<file path="src/hdl/bilateral_grid_vertex_hasher_assert.svh">
// Assertion macros for the bilateral grid vertex hasher.
`ifndef BILATERAL_GRID_VERTEX_HASHER_ASSERT_SVH
`define BILATERAL_GRID_VERTEX_HASHER_ASSERT_SVH
`ifndef NO_ASSERTIONS
// Check on every clock edge outside reset.
`define BGVH_ASSERT(lbl, prop) \
    lbl: assert property (@(posedge clk) disable iff (!rst_n) prop) \
        else $error("bilateral grid hasher: check failed");
// Check on every clock edge, reset included.
`define BGVH_ASSERT_ALWAYS(lbl, prop) \
    lbl: assert property (@(posedge clk) prop) \
        else $error("bilateral grid hasher: check failed");
`else
`define BGVH_ASSERT(lbl, prop)
`define BGVH_ASSERT_ALWAYS(lbl, prop)
`endif
`endif

</file>
<file path="src/hdl/bgvh_ram.sv">
// Generic simple dual-port RAM with registered read.
`default_nettype none
module bgvh_ram #(
    parameter int WIDTH = 8,
    parameter int DEPTH = 32
) (
    input  wire logic                     clk,
    input  wire logic                     we,
    input  wire logic [$clog2(DEPTH)-1:0] waddr,
    input  wire logic [WIDTH-1:0]         wdata,
    input  wire logic                     re,
    input  wire logic [$clog2(DEPTH)-1:0] raddr,
    output logic      [WIDTH-1:0]         rdata
);

    logic [WIDTH-1:0] mem [DEPTH];

    always_ff @(posedge clk)
    begin
        if (we)
        begin
            mem[waddr] <= wdata;
        end
        if (re)
        begin
            rdata <= mem[raddr];
        end
    end

endmodule
`default_nettype wire

</file>
<file path="config.mk">
export PLATFORM = sky130hd
export DESIGN_NAME = bgvh_ram
export DESIGN_NICKNAME = d
export VERILOG_FILES = /design/src/hdl/bilateral_grid_vertex_hasher_assert.svh /design/src/hdl/bgvh_ram.sv
export SDC_FILE = /design/constraint.sdc
export NUM_CORES = 1
export LEC_CHECK = 0
export ABC_AREA = 1
export BUFFER_PORTS_ARGS = -buffer_cell sky130_fd_sc_hd__clkbuf_2
export CAP_MARGIN = 20
export CORE_UTILIZATION = 56
export DETAILED_ROUTE_END_ITERATION = 12
export GPL_TIMING_DRIVEN = 0
export PLACE_DENSITY_LB_ADDON = 0.08
export SLEW_MARGIN = 20
export SYNTH_ARGS = -nofsm -noshare
export SYNTH_HDL_FRONTEND = slang
export SYNTH_SLANG_ARGS = --single-unit
</file>
<file path="constraint.sdc">
create_clock -name clk -period 1.4 [get_ports clk]
set_clock_uncertainty 0.2 [all_clocks]
set_input_delay 0.28 -clock clk [delete_from_list [all_inputs] [get_ports clk]]
set_output_delay 0.28 -clock clk [all_outputs]
set_load 0.1 [all_outputs]
</file>
Word-level counts from Yosys, hierarchy flattened
Memory sizes are Yosys's and may differ from the RTL's. A register that Yosys moved wholly into a read port is not among the register bits. Cells that the tools add are included.

Input bits: 21. Register bits after elaboration: 0. Logic and storage cells: 3. Latch bits: 0. Memory bits (writable): 256. Output and inout bits: 8. Memories: 1. Bits in read-only memories: 0.

Memory list: mem (depth 32, bits a word 8, rd ports 1, clocked after memory_dff 1, wr ports 1, RTL line bgvh_ram.sv:16) `logic [WIDTH-1:0] mem [DEPTH];`.

Bitwise gates (word level): 0. Shifts and indexed selects: 0. Add/subtract/negate cells: 0. Divide/modulo/power cells: 0. Muxes and demuxes: 2. Order comparisons: 0. $mul: 0. Eq/ne operators: 0. Reduce and logical (&&, ||, !) cells: 0.

Operator list (count): two-way mux 1 bit (2).

Logic depth before layout (Yosys ltp)
Depth in word-level cells: 2. Depth in mapped cells: 11. Depth with buffers taken out: 9.

Worst setup path after synthesis
OpenSTA, ideal clock, no wires.

Path kind: input to register. Start: input port waddr[0]. End: memory mem[0][0], enable pin. Arrival time: 0.944 ns. Path buffers: 0. Library setup time: 0.370 ns. Slack: -0.114 ns. Required time: 0.830 ns. Stages: 3. Cells stage by stage: inv_1 nand3_1 nor2_1.

RTL lines: start, declared (RTL line bgvh_ram.sv:9) `input wire logic [$clog2(DEPTH)-1:0] waddr,`; end, declared (RTL line bgvh_ram.sv:16).

No word-level cell before the write port.

Worst setup path in the final report
Start: register rdata[4], read port of mem. End: output port rdata[4].

RTL lines: start, declared (RTL line bgvh_ram.sv:13) `output logic [WIDTH-1:0] rdata`.

No word-level cell between the ends.

==> results_dict.tcl <==
set metrics [dict create \
    drc 0 \
    setup_violations 64 \
    path_delay_family "flip-flops" \
    placed_cells_incl_taps 1207 \
    cp.required_ps 920 \
    postRouteAntennaNets 0 \
    clk_pin_slew_worst_paths_ps 60 \
    io_buffer_count 25 \
    cts_root_buf "sky130_fd_sc_hd__clkbuf_16" \
    ir_drop_v 0.00120 \
    postRouteWirelength_mm 27.7 \
    failed_checks "negative setup slack" \
    post-route-cell-area_sq_um 13100 \
    critical_path.endpoint_type "output port" \
    instance_area_at_placement_sq_um 11400 \
    grt_remaining_overflow 0 \
    io_pins 29 \
    cts_inserted_buffers 27 \
    path_class "reg2out" \
    cts_tree "done" \
    gp_congestion 0.870 \
    fp.coreArea_sq_um 18900 \
    start_util_pct 57.5 \
    min_period_over_period_pct 116 \
    timing.critical_path.arrival_ps 1140 \
    netlist_instances 922 \
    cap_viol_max_count 0 \
    grt_setup_unrepaired "true" \
    timing.hold.worst.class "in2reg" \
    clock_sinks 264 \
    synthesis.yosys.warnings 0 \
    crit_chain "buf_8" \
    cts.path.max_buffers 3 \
    critical_path.max_fanout 1 \
    highest_achievable_clock_rate_mhz 618 \
    ys_seq_elements 264 \
    routed_via_density 5.74 \
    timing_hold_violations_final 0 \
    aggregate_global_route_resource_usage_pct 28.7 \
    cts-htree-levels 1 \
    dieArea_sq_um 20000 \
    grt_antenna_before_repair 1 \
    worst-path-buf-inv 1 \
    relSlewSlack_pct 44.5 \
    sequential_element_share_of_the_synthesized_area_pct 73.0 \
    postSynthNetCount 943 \
    synth.avg_cell_area_sq_um 11.8 \
    layout_area_overhead_pct 20.9 \
    timing.final.ws_setup_ps -219 \
    drt_first_pass_iters 5 \
    final_common_cell "sky130_fd_sc_hd__nand2_1" \
    filler_cell_count 1378 \
    timing.critical_path.slowest_cell_delay_ps 410 \
    num_vias 7224 \
    worstMarginPinSlew_ps 832 \
    totalPowerFinal_uw 17000 \
    critical-path-slowest-cell "sky130_fd_sc_hd__edfxtp_1" \
    power_density_nw_per_um2 1290 \
    finish.net_count 999 \
    post_synth_instance_area_sq_um 10900 \
    layout_common_cells "sky130_fd_sc_hd__nand2_1, sky130_fd_sc_hd__edfxtp_1, sky130_fd_sc_hd__nand3_1, sky130_fd_sc_hd__nand3_2, sky130_fd_sc_hd__clkbuf_16" \
    drt_first_iter_violations 675 \
    wire_per_inst_microns 22.0 \
    synth_cell_type_count 11 \
    first_pass_grt_wire_length_mm 40.8 \
    clock_latency_ps 530 \
    detailed_place_hpwl_mm 17.3 \
    post_layout_nonfiller_instances 1258 \
    fp.dieH_microns 141 \
    number_of_global_route_vias_before_repair 6647 \
    timing_max_transition_violations_final 0 \
    layout-drive-gt1-share_pct 27.1 \
    layout_min_cycle_time_ps 1620 \
    power.static_leakage_uw 0.00482 \
    status "complete, but fails checks" \
    grt_max_degree 33 \
    critPathLaunchType "flop" \
    floorplan.die.width_microns 141 \
    row_count 50 \
]
report_power, final:
group | total (uW) | internal, uW | leakage, uW | switching (uW)
Clock | 6590 | 3700 | 0.000395 | 2890
Combinational | 1570 | 457 | 0.00204 | 1110
Sequential | 8860 | 8820 | 0.00239 | 33.3
Total | 17000 | 13000 | 0.00482 | 4040
Yosys cell counts:
cell | instances | area [sq um]
sky130_fd_sc_hd__nor2_1 | 32 | 120
sky130_fd_sc_hd__buf_6 | 24 | 270
sky130_fd_sc_hd__inv_1 | 8 | 30.0
sky130_fd_sc_hd__clkbuf_1 | 7 | 26.3
sky130_fd_sc_hd__nand3_1 | 204 | 1020
sky130_fd_sc_hd__edfxtp_1 | 264 | 7930
sky130_fd_sc_hd__buf_1 | 2 | 7.51
sky130_fd_sc_hd__inv_2 | 2 | 7.51
sky130_fd_sc_hd__buf_2 | 15 | 75.1
sky130_fd_sc_hd__buf_4 | 4 | 30.0
sky130_fd_sc_hd__nand2_1 | 360 | 1350
area by class of cell:
class / instances / area, sq um / area share, %
Tap cell: 260 / 325 / 2.48
Timing Repair Buffer: 27 / 235 / 1.79
Sequential cell: 264 / 7930 / 60.3
Buffer: 52 / 524 / 3.99
Antenna cell: 1 / 2.50 / 0.0190
Multi-Input combinational cell: 596 / 3270 / 24.9
Clock buffer: 31 / 691 / 5.26
Clock inverter: 17 / 108 / 0.819
Inverter: 10 / 53.8 / 0.409
cell families after synthesis:
family / after synthesis / synth area share, %
buf+inv: 62 / 4.11
flops: 264 / 73.0
simple gates: 596 / 22.9
registers in the layout, indices dropped and copies added, names as in the netlist:
name   cells
mem      256
rdata      8
routing by layer:
layer,GRT usage (%),vias up,share of wire [%]
met5,0,-,0
met1,41.6,3486,42
met4,7.72,0,2.1
met3,4.62,46,9.3
li1,-,3331,-
met2,45.5,361,47
path summary, 6_finish.rpt:
check	start	end	slack, ps	depth (start not counted)
max reg2reg	mem[3][1]$_DFFE_PP_	rdata[1]$_DFFE_PP_	-60	8
min	raddr[3]	rdata[2]$_DFFE_PP_	90	5
max	rdata[4]$_DFFE_PP_	rdata[4]	-220	1
min reg2reg	mem[8][3]$_DFFE_PP_	rdata[3]$_DFFE_PP_	720	8
repair_timing:
action	4_1_cts	5_1_grt
hold buffers	1	0
endpoints found under the hold margin	8	0
buffers inserted	0	1
resized for setup	113	102
pin swaps	49	64
endpoints found under the setup margin	256	208
per-stage QoR:
step           hold WS, ps  setup slack [ps]  utilization (%)  setup TNS [ps]
2_1_floorplan          179              -114                -          -25480
3_3_place_gp           428              -794             60.5         -184370
3_5_place_dp           427              -837             60.5         -191800
4_1_cts               73.1              -226             67.2          -26810
5_1_grt                115              -243             69.5           -5590
6_report              94.6              -219             69.5           -4070
Note: power is estimated with default switching activity, not from simulation.
